**config.mk**
```make
export PLATFORM = sky130hd
export DESIGN_NAME = stepper_current_gain_torque_select
export DESIGN_NICKNAME = d
export VERILOG_FILES = /design/src/rtl/core/sgts_pkg.sv /design/src/rtl/core/stepper_current_gain_torque_select.sv
export SDC_FILE = /design/constraint.sdc
export NUM_CORES = 1
export LEC_CHECK = 0
export BUFFER_PORTS_ARGS = -buffer_cell sky130_fd_sc_hd__buf_2
export CORE_MARGIN = 10
export CORE_UTILIZATION = 45
export CTS_CLUSTER_DIAMETER = 150
export DETAILED_ROUTE_END_ITERATION = 8
export HOLD_SLACK_MARGIN = 0.02
export PLACE_DENSITY = 0.6
export REMOVE_ABC_BUFFERS = 1
export SYNTH_ARGS = -nofsm -noshare
export SYNTH_HDL_FRONTEND = slang
export SYNTH_SLANG_ARGS = --single-unit
```
**constraint.sdc**
```tcl
create_clock -name clk -period 8.9 [get_ports clk]
set_clock_uncertainty 0.1 [all_clocks]
set_input_delay 0.445 -clock clk [delete_from_list [all_inputs] [get_ports clk]]
set_output_delay 0.445 -clock clk [all_outputs]
set_load 0.01 [all_outputs]
```
**src/rtl/core/sgts_pkg.sv**
```systemverilog
// ----------------------------------------------------------------------------
// Stepper current gain/torque selector package
// Status codes, gain codes and the fixed thresholds used by the selector.
// ----------------------------------------------------------------------------
package sgts_pkg;

  typedef enum logic [1:0] {
    ST_OK       = 2'd0,
    ST_NO_RES   = 2'd1,
    ST_RANGE    = 2'd2,
    ST_ZERO_TRQ = 2'd3
  } status_t;

  typedef enum logic [1:0] {
    GAIN_5  = 2'd0,
    GAIN_10 = 2'd1,
    GAIN_20 = 2'd2,
    GAIN_40 = 2'd3
  } gain_t;

  // The full scale for gain g is 701250000 / (256 * g * r). Folding the
  // constant part first gives floor(C_g / r) with the constants below.
  localparam logic [19:0] FS_GAIN_40 = 20'd68481;
  localparam logic [19:0] FS_GAIN_20 = 20'd136962;
  localparam logic [19:0] FS_GAIN_10 = 20'd273925;
  localparam logic [19:0] FS_GAIN_5  = 20'd547851;

  // Range check bounds: upper is floor(547851 / r), lower is floor(268 / r).
  localparam logic [19:0] RANGE_UPPER = FS_GAIN_5;
  localparam logic [19:0] RANGE_LOWER = 20'd268;

  // Torque divisor.
  localparam logic [29:0] TORQUE_DIV = 30'd2750000;

  localparam int unsigned QUO_W = 8;
  localparam int unsigned REM_W = 30;

  function automatic logic [19:0] full_scale(input gain_t g);
    logic [19:0] fs;
    begin
      unique case (g)
        GAIN_40: fs = FS_GAIN_40;
        GAIN_20: fs = FS_GAIN_20;
        GAIN_10: fs = FS_GAIN_10;
        GAIN_5:  fs = FS_GAIN_5;
        default: fs = FS_GAIN_5;
      endcase
      return fs;
    end
  endfunction

endpackage

```
**src/rtl/core/stepper_current_gain_torque_select.sv**
```systemverilog
// ----------------------------------------------------------------------------
// Stepper current gain and torque selector
// Picks a sense-amplifier gain and an 8-bit torque code for a requested
// winding current, using the sense resistor value held in a register.
// ----------------------------------------------------------------------------
//
//  Channel   Direction  Handshake              Payload
//  -------   ---------  ---------------------  ---------------------------------
//  in        sink       in_valid / in_stall    current_request_ma
//  out       source     out_valid / out_stall  status, gain_code, torque_code
//  cfg       APB slave  psel/penable/pready    paddr, pwdata, prdata
//
// A request passes through the current-times-resistor product, the range
// check, up to four gain trials and eight steps of the shared restoring
// subtractor for the torque.
// in_stall stays high while a request is in work and while its result waits.
// A stalled output holds its result; the next request is taken after it moves.
// Reset is synchronous and clears the resistor register to zero.
module stepper_current_gain_torque_select
  import sgts_pkg::*;
(
  input  logic        clk,
  input  logic        rst,
  input  logic        in_valid,
  output logic        in_stall,
  input  logic [15:0] current_request_ma,
  output logic        out_valid,
  input  logic        out_stall,
  output logic [1:0]  status,
  output logic [1:0]  gain_code,
  output logic [7:0]  torque_code,
  input  logic        psel,
  input  logic        penable,
  input  logic        pwrite,
  input  logic [2:0]  paddr,
  input  logic [31:0] pwdata,
  output logic [31:0] prdata,
  output logic        pready
);

  typedef enum logic [2:0] {
    S_IDLE,
    S_MUL,
    S_CHECK,
    S_SEARCH,
    S_DIV,
    S_DONE
  } state_t;

  state_t             state;
  logic [15:0]        sense_res;
  logic [15:0]        cur;
  logic [31:0]        prod;
  logic [32:0]        prod_plus;
  gain_t              gain;
  logic [REM_W-1:0]   rem;
  logic [QUO_W-1:0]   quo;
  logic [2:0]         bit_idx;
  status_t            res_status;

  logic [REM_W-1:0]   div_shift;
  logic [REM_W:0]     diff;
  logic [31:0]        cur_x_res;
  logic [34:0]        prod_x5;
  logic [45:0]        scaled;
  logic               cfg_write;
  logic               in_xfer;

  assign pready    = 1'b1;
  assign prdata    = {16'd0, sense_res};
  assign cfg_write = psel && penable && pwrite && pready && (paddr[2] == 1'b0);
  assign in_stall  = (state != S_IDLE) || out_valid;
  assign in_xfer   = in_valid && !in_stall;

  assign cur_x_res = 32'(cur) * 32'(sense_res);

  // Shared subtractor: one restoring division step per cycle.
  assign div_shift = TORQUE_DIV << bit_idx;
  assign diff      = {1'b0, rem} - {1'b0, div_shift};

  // gain * 256 * p = (5 * p) << (8 + gain code).
  assign prod_x5 = {3'd0, prod} + {1'b0, prod, 2'b00};
  always_comb begin
    case (gain)
      GAIN_40: scaled = {11'd0, prod_x5} << 11;
      GAIN_20: scaled = {11'd0, prod_x5} << 10;
      GAIN_10: scaled = {11'd0, prod_x5} << 9;
      default: scaled = {11'd0, prod_x5} << 8;
    endcase
  end

  always_ff @(posedge clk) begin
    if (rst) begin
      sense_res <= '0;
    end else if (cfg_write) begin
      sense_res <= pwdata[15:0];
    end
  end

  always_ff @(posedge clk) begin
    if (rst) begin
      state     <= S_IDLE;
      out_valid <= 1'b0;
    end else begin
      if (out_valid && !out_stall) begin
        out_valid <= 1'b0;
      end
      unique case (state)
        S_IDLE: begin
          if (in_xfer) begin
            cur        <= current_request_ma;
            res_status <= ST_OK;
            gain       <= GAIN_40;
            quo        <= '0;
            state      <= S_MUL;
          end
        end
        S_MUL: begin
          prod      <= cur_x_res;
          prod_plus <= 33'(cur_x_res) + 33'(sense_res);
          state     <= S_CHECK;
        end
        S_CHECK: begin
          // cur > floor(N/r) iff cur*r > N; cur < floor(N/r) iff (cur+1)*r <= N.
          if (sense_res == 16'd0) begin
            res_status <= ST_NO_RES;
            state      <= S_DONE;
          end else if (prod > 32'(RANGE_UPPER) || prod_plus <= 33'(RANGE_LOWER)) begin
            res_status <= ST_RANGE;
            state      <= S_DONE;
          end else begin
            state <= S_SEARCH;
          end
        end
        S_SEARCH: begin
          if (prod_plus <= 33'(full_scale(gain))) begin
            // The chosen gain bounds the dividend below 255 * divisor.
            rem     <= scaled[REM_W-1:0];
            bit_idx <= 3'(QUO_W - 1);
            state   <= S_DIV;
          end else if (gain == GAIN_5) begin
            res_status <= ST_RANGE;
            state      <= S_DONE;
          end else begin
            gain <= gain_t'(gain - 2'd1);
          end
        end
        S_DIV: begin
          if (!diff[REM_W]) begin
            rem <= diff[REM_W-1:0];
          end
          quo <= {quo[QUO_W-2:0], ~diff[REM_W]};
          if (bit_idx == 3'd0) begin
            state <= S_DONE;
          end else begin
            bit_idx <= bit_idx - 3'd1;
          end
        end
        S_DONE: begin
          // The output register is empty here, since the input waits for it.
          out_valid <= 1'b1;
          if (res_status == ST_OK) begin
            status      <= (quo == '0) ? ST_ZERO_TRQ : ST_OK;
            gain_code   <= gain;
            torque_code <= quo;
          end else begin
            status      <= res_status;
            gain_code   <= GAIN_5;
            torque_code <= '0;
          end
          state <= S_IDLE;
        end
        default: state <= S_IDLE;
      endcase
    end
  end

  a_ok_nonzero: assert property (@(posedge clk) disable iff (rst)
    out_valid && status == ST_OK |-> torque_code != 8'd0)
    else $error("ok result with zero torque");

  a_err_clear: assert property (@(posedge clk) disable iff (rst)
    out_valid && (status == ST_NO_RES || status == ST_RANGE)
      |-> gain_code == GAIN_5 && torque_code == 8'd0)
    else $error("error result carries gain or torque");

  a_busy_after_xfer: assert property (@(posedge clk) disable iff (rst)
    in_xfer |=> in_stall)
    else $error("input taken while a request is in work");

  a_torque_bound: assert property (@(posedge clk) disable iff (rst)
    out_valid |-> torque_code != 8'hFF)
    else $error("torque above its bound");

endmodule
```
==> results of run 1 <==
-- layout make-up --
cell class | count | area share
clock buffer | 18 | 0.0216
clock inverter | 14 | 0.00818
inverter | 279 | 0.0526
multi-input combinational | 1473 | 0.634
sequential | 154 | 0.222
tap | 532 | 0.0335
timing repair buffer | 97 | 0.0279
-- power breakdown --
| group | total [mW] | internal (mW) | switching (mW) | leakage [nW] |
|---|---|---|---|---|
| registers | 0.883 | 0.837 | 0.0456 | 1.40 |
| logic | 0.499 | 0.196 | 0.302 | 7.62 |
| clock network | 0.773 | 0.421 | 0.352 | 0.287 |
-- per-stage QoR --
step | power (mW) | utilization | worst slack, ns | instances
global placement | 1.38 | 0.474 | 0.859 | 2535
CTS | 2.17 | 0.488 | 0.699 | 2567
detailed placement | 1.39 | 0.474 | 0.744 | 2535
floorplan | 1.25 | - | 1.32 | 1906
global route | 2.27 | 0.488 | 0.337 | 2567
finish | 2.15 | 0.488 | 0.754 | 2567
-- cell usage in the layout (no fill, tap or decap), types with 17 or more instances in the layout --
cell type and count:
a21o_1 37, a21oi_1 111, and2_1 129, and3_1 17, buf_2 69, buf_4 28
clkbuf_16 17, conb_1 17, dfxtp_1 20, edfxtp_1 134, fa_1 196, ha_1 189
inv_1 277, nand2_1 248, nand2b_1 20, nand3_1 32, nor2_1 68, nor2b_1 19
nor3_1 25, nor4_1 21, o21ai_0 61, xnor2_1 56, xor2_1 27
-- layer usage --
metal | GRT usage | vias up | wire length [microns]
met1 | 0.241 | 7016 | 21000
met5 | 0 | - | 0
met2 | 0.337 | 361 | 23200
met3 | 0.0356 | 55 | 2330
met4 | 0.0462 | 0 | 873
li1 | - | 6740 | -
-- worst register-to-register path: stages (launching register included) --
cell and delay (ns):
edfxtp_1 0.68, and2_1 0.31, fa_1 0.51, inv_1 0.07, fa_1 0.56, fa_1 0.44, fa_1 0.49, inv_1 0.05
fa_1 0.53, inv_1 0.05, fa_1 0.52, inv_1 0.04, ha_1 0.41, nand3_1 0.17, nor4_1 0.33, or2_1 0.34
nor2_1 0.11, xnor2_1 0.24, ha_1 0.35, a211o_1 0.29, o22a_1 0.24, a211oi_1 0.55, nand4b_2 0.29, nor2_1 0.07
xor2_1 0.13
-- logic make-up (layout without fill, tap and decap cells) --
| logic type | count (synthesis) | in the layout | share of synthesized area |
|---|---|---|---|
| other cells | 2 | 17 | 0.000407 |
| compound gates | 350 | 350 | 0.123 |
| fa+ha+maj | 385 | 385 | 0.340 |
| xor+xnor | 83 | 83 | 0.0394 |
| simple gates | 633 | 633 | 0.172 |
| flops | 154 | 154 | 0.240 |
| mux | 5 | 5 | 0.00271 |
| buf+inv | 382 | 408 | 0.0820 |
-- worst max path at each step --
stage	endpoint	startpoint	slack, ns	cells past startpoint
2_1_floorplan	prod[0]	state[0]	1.32	2
3_3_place_gp	prod_plus[27]	cur[6]	0.86	24
3_5_place_dp	prod_plus[29]	cur[6]	0.74	24
4_1_cts	prod_plus[29]	cur[6]	0.70	24
5_1_grt	prod_plus[29]	cur[6]	0.34	24
6_report	prod_plus[29]	cur[6]	0.75	24
-- sequential cells by signal, summed over array words and instances, names as in the netlist --
signal	cells
rem	26
prod_plus	33
out_valid	1
gain	2
quo	8
prod	32
res_status	2
status	2
torque_code	8
gain_code	2
cur	16
bit_idx	3
sense_res	16
state	3
==> results.txt, run 1 <==
Compared with the post-synthesis result, the final layout area differs by 7.71%. Antenna diode count: 0. The tools report the largest net degree at the start of global routing as 66. The share of post-route cells with drive strength above 1 was 0.0732.

The commonest cells after synthesis are 277 x inv_1, 248 x nand2_1, 196 x fa_1. Counting the fill cells in the layout gives 3866. For the pin with the worst max-slew slack, the measured transition is 1.02 ns. Clock-pin slew was measured on the worst setup and hold paths at 0.09 ns. After synthesis, the netlist uses 78 different library cells.

In this run the cell area measured after placement is 0.0193 sq mm. The logs give 0 for the max-slew violation total from the final report and 2 for the maximum clock path buffer count. The worst hold path terminates at cur[5]. STA classifies the critical path endpoint as a flop. The share of the yosys chip area belonging to registers is 0.240. The startpoint identified for the worst hold timing path is current_request_ma[5]. After routing the design area is 0.0199 sq mm. The analysis attributes to cell leakage a power of 9.31 nW. TritonCTS built the clock tree. The worst-case IR drop observed on VDD is 0.174 mV. The Yosys step of the flow raised 0 warnings. The floorplan step set the die width to 223 microns. Final net count: 2465. The cell count of the worst hold path was 1.

The area taken by multi-input logic gates came out at 0.0126 sq mm. The congestion estimate from routability-driven global placement came to 0.878. The number of global-route vias before repair is 15.0k.

By area the synthesized netlist is led by edfxtp_1 22%, fa_1 21%, ha_1 13%. In the final routed layout, each cell accounts on average for 18.5 microns. At the worst endpoint, the required time is 8.99 ns. For this run, design rule violations remaining after detail routing come to 0.

The count of endpoints failing hold in the final timing report was 0. The worst slew margin relative to its limit was 0.314; the residual overflow from global routing was 0. Buffers inserted to repair hold after CTS numbered 0. The first TritonRoute pass finished after 5 iterations.

Internal reg-to-reg setup slack: 0.75 ns. Family with the most delay on the worst path: adder cells. A synthesized cell averages 9.26 sq um. The number of antenna violations at the first check in global routing came out at 0. Subtracting the final worst setup slack from the clock period gives 8.15 ns. Initial detailed-routing violation count: 922. The initialized floorplan defines 74 standard-cell rows. Hold timing on the final database bottoms out at a slack of 0.0505 ns. The cell that appears most often on the critical path is fa_1.

Buffers plus inverters on the worst setup path: 4. The H-tree was split into 4 levels. The most used flip-flop cell after synthesis is edfxtp_1. The total number of vias was 14.2k. Using the TritonRoute via totals, the vias-per-cell ratio works out to 5.52. The tool flagged a number of max-cap violations equal to 0. For this design, the sink count on the clock tree is 154.

The fraction of the cycle the final worst path needs is 0.915, and the highest achievable clock rate is 123 MHz. The cell count after synthesis came out at 1994. For the cell area after technology mapping, the log shows 0.0185 sq mm. The number of setup buffers added after CTS is 0. edfxtp_1 takes more of the synthesized area than any other cell.

The final layout contains routed wiring with a total length of 47500 microns. The die covers 0.0496 sq mm. The run gives 0.193 as the combined global-route utilization of all metal layers. The root buffer selected by CTS was clkbuf_16. The initial cell density of the core is 0.453. Walking the worst path, the cells encountered are and2_1, fa_1, inv_1, fa_1, fa_1, fa_1, inv_1, fa_1, inv_1, fa_1, inv_1, ha_1, nand3_1, nor4_1, or2_1, nor2_1, xnor2_1, ha_1, a211o_1, o22a_1, a211oi_1, nand4b_2, nor2_1, xor2_1.

Detailed placement finished with a half-perimeter wire length of 37000 microns. At the worst endpoint, the arrival time is 8.24 ns. The path type of the worst setup path is flop to flop. For this run, the slowest stage of the critical path takes 0.68 ns. The share of async-settable or async-resettable flops after synthesis was 0. The detail route stage leaves a number of antenna-violating nets equal to 0.

The total of endpoints with negative setup slack in the final report was 0. For the global-route wire length before repair, the log shows 78200 microns. For the final routed database, the setup TNS stands at 0 ns. The path type of the worst min-delay path was input port to flop. The flow ran to the end, and the final reports show no timing, DRC or antenna violations.

The area share of the largest cell type after synthesis was 0.218; the number of register bits inferred by synthesis was 154. Of all nets on the critical path, the largest fanout is 16. Dividing total power by cell area gives a power density of 108 mW/mm^2.

The clock reaches the later pin of the worst-skew pair after 0.46 ns. For the I/O pin count, the log shows 105. The number of flops mapped to enable cells by yosys is 134. Setup repair after global routing left no endpoint under its margin. Gates resized during post-CTS repair numbered 0. The tools report the source of the worst register-to-register timing path as cur[6]. The endpoint identified for the worst register-to-register timing path is prod_plus[29]. STA classifies the critical path startpoint as a flop.

The most common cell in the synthesized netlist is inv_1. The floorplan step set the die height to 223 microns. The number of clock buffers inserted by TritonCTS was 17. In this run the tool buffered the top-level ports with 69 buffer cells.

For the worst flop-to-flop path, the logic depth is 24. On the critical path, the stage with the largest delay is an instance of edfxtp_1. After floorplanning, the core was sized to cover 0.0407 sq mm. The area of all sequential standard cells was 0.00442 sq mm.
Power figures use the tool's default switching activity.
==> run 2, diff against run 1 <==
- CTS_BUF_LIST: not set -> sky130_fd_sc_hd__clkbuf_16
==> run 2 against run 1 <==
First-iteration DRC count did not move; power hardly changed; utilization unchanged; critical path type unchanged; count of clock-buffer cells in the layout shrank 1; final cell count unchanged; clock power barely moved.
==> results.txt, run 2 (same netlist as run 1, synthesis figures left out) <==
Input and output buffers added on the ports amount to 69. The highest achievable clock rate is 123 MHz. The number of buffers inserted by hold repair at cts was 0. Clock latency on the worst-skew pair, taken at its later pin, is 0.46 ns.

The count of endpoints failing hold in the final timing report was 0; the number of gates resized after cts was 0. The logs give 0.744 ns for the pre-CTS setup slack and 0.75 ns for the internal reg-to-reg setup slack. The tightest min-delay check is of the input port to flop type.

The data arrival at the endpoint of the critical path was 8.23 ns; the detailed-route DRC error count was 0. The top cell types in the final layout, fill and taps aside, are 278 x inv_1, 248 x nand2_1, 196 x fa_1. Across the run, the number of max-cap violations was 0. The post-CTS setup repair buffer count is 0. The critical path in this run is classified as flop to flop. The multi-input combinational cells in the finished layout cover a total of 0.0126 sq mm.

The run gives 0.453 as the initial cell density of the core. The tools report the launch point of the critical path as cur[6]. In this run the count of I/O pins placed on the die edge is 105. The tools report the source of the worst register-to-register timing path as cur[6]. Following the worst setup path forward leads to its endpoint at prod_plus[29]. The die extent in x came out at 223 microns.

The instance count after placement with tap cells included is 2535, and the power per standard cell area is 108 mW/mm^2. The total wire length was 47400 microns; the final total negative setup slack was 0 ns. The required time reported for the critical path endpoint was 8.99 ns. Utilization after layout: 0.488. The register with the most flip-flops in the layout has 33 of them.

TritonCTS built the clock tree. The total number of vias came out at 14.2k. Number of clock buffers inserted by TritonCTS: 17. The pre-antenna-repair detailed-routing pass consisted of 5 iterations. Share of post-route cells with drive strength above 1: 0.0732. The transition at the pin with the smallest max-transition slack came out at 1.02 ns. For the hold slack, the log shows 0.0529 ns. The H-tree was split into 4 levels.

The total of endpoints with negative setup slack in the final report was 0; the number of antenna violations at the first check in global routing was 0. The combined global-route utilization of all metal layers was 0.193. Setup repair after global routing left no endpoint under its margin.

The shortest period the worst path allows is 8.15 ns. The count of nets left with antenna violations once routing finished came out at 0. The tools report the kind of capture point of the worst setup path as a flop.

Power comes to 2.15 mW. The worst slew margin relative to its limit came out at 0.314. The fraction of the cycle the final worst path needs was 0.915. The per-cell routed wire length is 18.5 microns, and the highest net fanout along the worst path is 16. IR analysis of the VDD net gives a maximum drop of 0.172 mV. In this run the static leakage power is 9.31 nW.

Counting flops per register, the top entry is prod_plus. The count of clock tree sinks was 154. The finished cells cover 0.0199 sq mm. The floorplan step defined a die boundary enclosing 0.0496 sq mm.

Clock tree synthesis selected as its root buffer the cell clkbuf_16. The congestion estimate from routability-driven global placement came to 0.878. The setup slack of the critical path after layout is 0.754 ns, and the max-slew violation total from the final report is 0.

The area of the core was 0.0407 sq mm; the area of all sequential standard cells was 0.00442 sq mm. The detailed router finished its first iteration with 922 violations. In the final layout, the registers with the most flip-flops are prod_plus (33), prod (32), rem (26). The endpoint identified for the worst register-to-register timing path is prod_plus[29].

Final net count: 2465. Counting the fill cells in the layout gives 3866. Using the TritonRoute via totals, the vias-per-cell ratio works out to 5.52.

The flow ran to the end, and the final reports show no timing, DRC or antenna violations. The most common cell after layout, fill and taps aside is inv_1. Relative to the synthesized area, the layout overhead comes to 7.71%. The floorplan has 74 rows. The repair_antennas step left the layout with diodes totalling 0. The depth of the most critical reg-to-reg path is 24, and the height of the die is 223 microns. The tools report the largest net degree at the start of global routing as 66. Once detailed placement completed, the half-perimeter wirelength came to 37000 microns. Once placement finished, the instance area stood at 0.0193 sq mm.

Clock-pin slew was measured on the worst setup and hold paths at 0.09 ns. The kind of start point of the critical path was a flop. Maximum clock path buffer count: 2.

After the flow finishes, the layout carries non-filler instances totaling 2567. The number of global-route vias before repair came out at 15.0k. The first global-routing pass estimated 78200 microns of wire. After global routing the overflow that remains totals 0.
==> run 2: power by group <==
part | internal (mW) | switching (mW) | leakage [nW]
Sequential | 0.837 | 0.0456 | 1.40
Combinational | 0.196 | 0.302 | 7.62
Clock | 0.420 | 0.351 | 0.292
==> run 2: final cells by class <==
| cell class | instances | share of cell area |
|---|---|---|
| clock inverters | 15 | 0.00836 |
| inverters | 279 | 0.0526 |
| multi-input cells | 1473 | 0.634 |
| clock buffers | 17 | 0.0214 |
| well taps | 532 | 0.0335 |
| flip-flops and latches | 154 | 0.222 |
| repair buffers | 97 | 0.0279 |
==> run 2: how the worst min path moves through the flow <==
stage | startpoint | endpoint | slack (ns) | cells after the start
3_3_place_gp | out_valid | out_valid | 0.40 | 2
3_5_place_dp | out_valid | out_valid | 0.41 | 2
6_report | current_request_ma[5] | cur[5] | 0.05 | 1
5_1_grt | current_request_ma[2] | cur[2] | 0.04 | 1
4_1_cts | current_request_ma[2] | cur[2] | 0.03 | 1
2_1_floorplan | out_valid | out_valid | 0.41 | 2
==> run 2: critical path, stage by stage, from the launching register on <==
cell and delay (ns):
edfxtp_1 0.68, and2_1 0.30, fa_1 0.51, inv_1 0.07
fa_1 0.56, fa_1 0.44, fa_1 0.49, inv_1 0.05
fa_1 0.53, inv_1 0.05, fa_1 0.52, inv_1 0.04
ha_1 0.41, nand3_1 0.17, nor4_1 0.33, or2_1 0.34
nor2_1 0.11, xnor2_1 0.24, ha_1 0.35, a211o_1 0.29
o22a_1 0.24, a211oi_1 0.55, nand4b_2 0.29, nor2_1 0.07
xor2_1 0.13
==> run 2: layer usage <==
layer | GRT usage | part of all wire
met1 | 0.241 | 0.44
met2 | 0.337 | 0.49
met3 | 0.0356 | 0.049
met4 | 0.0462 | 0.018
met5 | 0 | 0
==> run 3, diff against run 2 <==
- RECOVER_POWER: not set -> 50
==> run 3 against run 2 <==
The flow now finishes with violations (capacitance limit, slew limit); critical endpoint is now prod_plus[30]; critical path depth is 1 higher; clock power hardly changed; non-clock buffer count stayed put; setup slack worse by 0.055 ns; wire length hardly changed; via count is 0.25% higher; global-route usage stayed put.
==> results.txt, run 3 (same netlist as run 1, synthesis figures left out) <==
The flow ran to the end, but the final reports show violations. The checks that failed: capacitance limit, slew limit. CTS built an H-tree with a depth of 4. In this run, post-CTS hold repair placed 0 buffers. The tools report the total number of vias as 14.2k. Transition at the pin with the smallest max-transition slack: 3.25 ns.

The path type of the worst setup path was flop to flop. The leakage dissipation is 9.17 nW, and the hold slack is 0.0538 ns. Data on the critical path is required at its endpoint by 8.98 ns.

In the final layout, the registers with the most flip-flops are prod_plus (33), prod (32), rem (26). The instance count after placement with tap cells included came out at 2535. The critical path's slowest cell was dfxtp_1. The first global-routing pass estimated 78200 microns of wire.

The total wire length is 47400 microns. Data on the critical path arrives at its endpoint at 8.28 ns. The finished cells cover 0.0198 sq mm.

I/O pin count: 105. In this run the critical register-to-register path is captured at prod_plus[30]. Once detail routing completed, the nets flagged for antenna violations numbered 0. Path type of the worst min-delay path: input port to flop. The number of cells on the worst reg-to-reg path is 25.

The quantity of I/O buffers inserted on ports came out at 69. The library cell used most frequently in the layout, excluding fill and tap cells, is inv_1. For the combined global-route utilization of all metal layers, the log shows 0.193. The tools report the HPWL after detailed placement as 37000 microns.

The cell row count is 74, and the pre-CTS setup slack is 0.744 ns. The worst slew margin relative to its limit is -1.17. For this design, the sink count on the clock tree is 154. The cell type with the highest occurrence count on the critical path is fa_1. Die area: 0.0496 sq mm.

Measured along the x axis, the die boundary spans 223 microns. The source of the worst register-to-register timing path was sense_res[5]. Across all register-to-register paths, the minimum setup slack is 0.70 ns. In this run, the number of DRC markers left after iteration 0 of detailed routing was 991. Setup violations remaining at the end of the flow were counted as 0.

After detailed routing, the average wire length per cell comes to 18.5 microns. The register clock-pin slew on the reported worst setup and hold paths works out to 0.09 ns. The startpoint identified for the worst hold timing path is current_request_ma[5]. The max-slew violation total from the final report was 66; the total placed instance area was 0.0193 sq mm. The post-layout instance count excluding filler cells was 2567; the final net count was 2465.

The number of antenna violations at the first check in global routing is 0, and the count of endpoints failing hold in the final timing report is 0. The utilization after layout was 0.486. The biggest cell delay along the critical path works out to 0.72 ns. The floorplan step defined a core boundary enclosing 0.0407 sq mm. Timing would allow up to 122 MHz. Dividing total power by cell area gives a power density of 109 mW/mm^2. The number of global-route vias before repair was 15.0k. Relative to the synthesized area, the layout overhead comes to 7.19%. The worst setup path is captured at a flop.

Using the TritonRoute via totals, the vias-per-cell ratio works out to 5.53. The tools report the setup slack of the critical path after layout as 0.699 ns. The share of post-route cells with drive strength above 1 was 0.0541. Setup repair after global routing left no endpoint under its margin. From bottom edge to top edge, the die measures 223 microns.

The max-cap violation count is 1, and the number of flip-flops under the largest register name is 33. The first TritonRoute pass finished after 6 iterations. The detailed-route DRC error count was 0. The fraction of the cycle the final worst path needs is 0.922.

Summed over all failing endpoints, the final setup total negative slack is 0 ns. The tools report the worst-case hold path end point as cur[5]. The root buffer cell chosen for the clock tree is clkbuf_16.

The cell count of the worst hold path was 1. IR analysis of the VDD net gives a maximum drop of 0.172 mV. In the layout the commonest cells are 278 x inv_1, 248 x nand2_1, 196 x fa_1. The total power is 2.15 mW. The logs give 0 for the residual overflow from global routing and 66 for the largest net degree at the start of global routing. Counting the fill cells in the layout gives 3894.

The shortest period the worst path allows works out to 8.20 ns. The congestion estimate from routability-driven global placement came to 0.878. In this run the worst path has a maximum fanout of 11. No sink is reached through more buffers than the 2 on the longest clock path. The clock reaches the later pin of the worst-skew pair after 0.46 ns. The kind of start point of the critical path was a flop.

Counting flops per register, the top entry is prod_plus. Clock tree synthesis inserted a total of 17 buffers. TritonCTS built the clock tree. In this run, post-CTS repair resized a total of 0 instances. The initial cell density of the core is 0.453, and the antenna diode count is 0.

After clock tree synthesis, the setup repair step added 0 buffers.
run 3: routing by layer:
| layer | vias to the layer above | part of all wire | GRT usage |
|---|---|---|---|
| met5 | - | 0 | 0 |
| met1 | 7044 | 0.44 | 0.241 |
| li1 | 6742 | - | - |
| met3 | 51 | 0.049 | 0.0356 |
| met4 | 0 | 0.019 | 0.0462 |
| met2 | 368 | 0.49 | 0.337 |
run 3: report_power, final:
group          switching, mW  total (mW)  internal, mW
combinational          0.302       0.496         0.194
clock                  0.351       0.771         0.420
sequential            0.0454       0.885         0.839
run 3: worst max path at each step:
stage,from,end,slack [ns],cells past startpoint
5_1_grt,sense_res[5],prod_plus[32],0.28,24
3_3_place_gp,cur[6],prod_plus[27],0.86,24
3_5_place_dp,cur[6],prod_plus[29],0.74,24
2_1_floorplan,state[0],prod[0],1.32,2
4_1_cts,cur[6],prod_plus[29],0.70,24
6_report,sense_res[5],prod_plus[30],0.70,25
run 3: layout make-up:
type                       count  area, sq um  share of cell area
clock buffer                  17          425              0.0215
clock inverter                15          166             0.00840
inverter                     279         1050              0.0529
multi-input combinational   1473        12600               0.636
sequential                   154         4420               0.223
tap                          532          666              0.0336
timing repair buffer          97          473              0.0239
run 3: critical path: cells and delay by family (launching register included):
kind | cells | cell delay (ns)
adder cells (fa/ha/maj) | 8 | 3.75
XOR/XNOR | 2 | 0.27
buffers and inverters | 5 | 0.85
AO/OA/AOI/OAI | 3 | 0.86
flip-flops | 1 | 0.72
AND/OR/NAND/NOR | 7 | 1.39
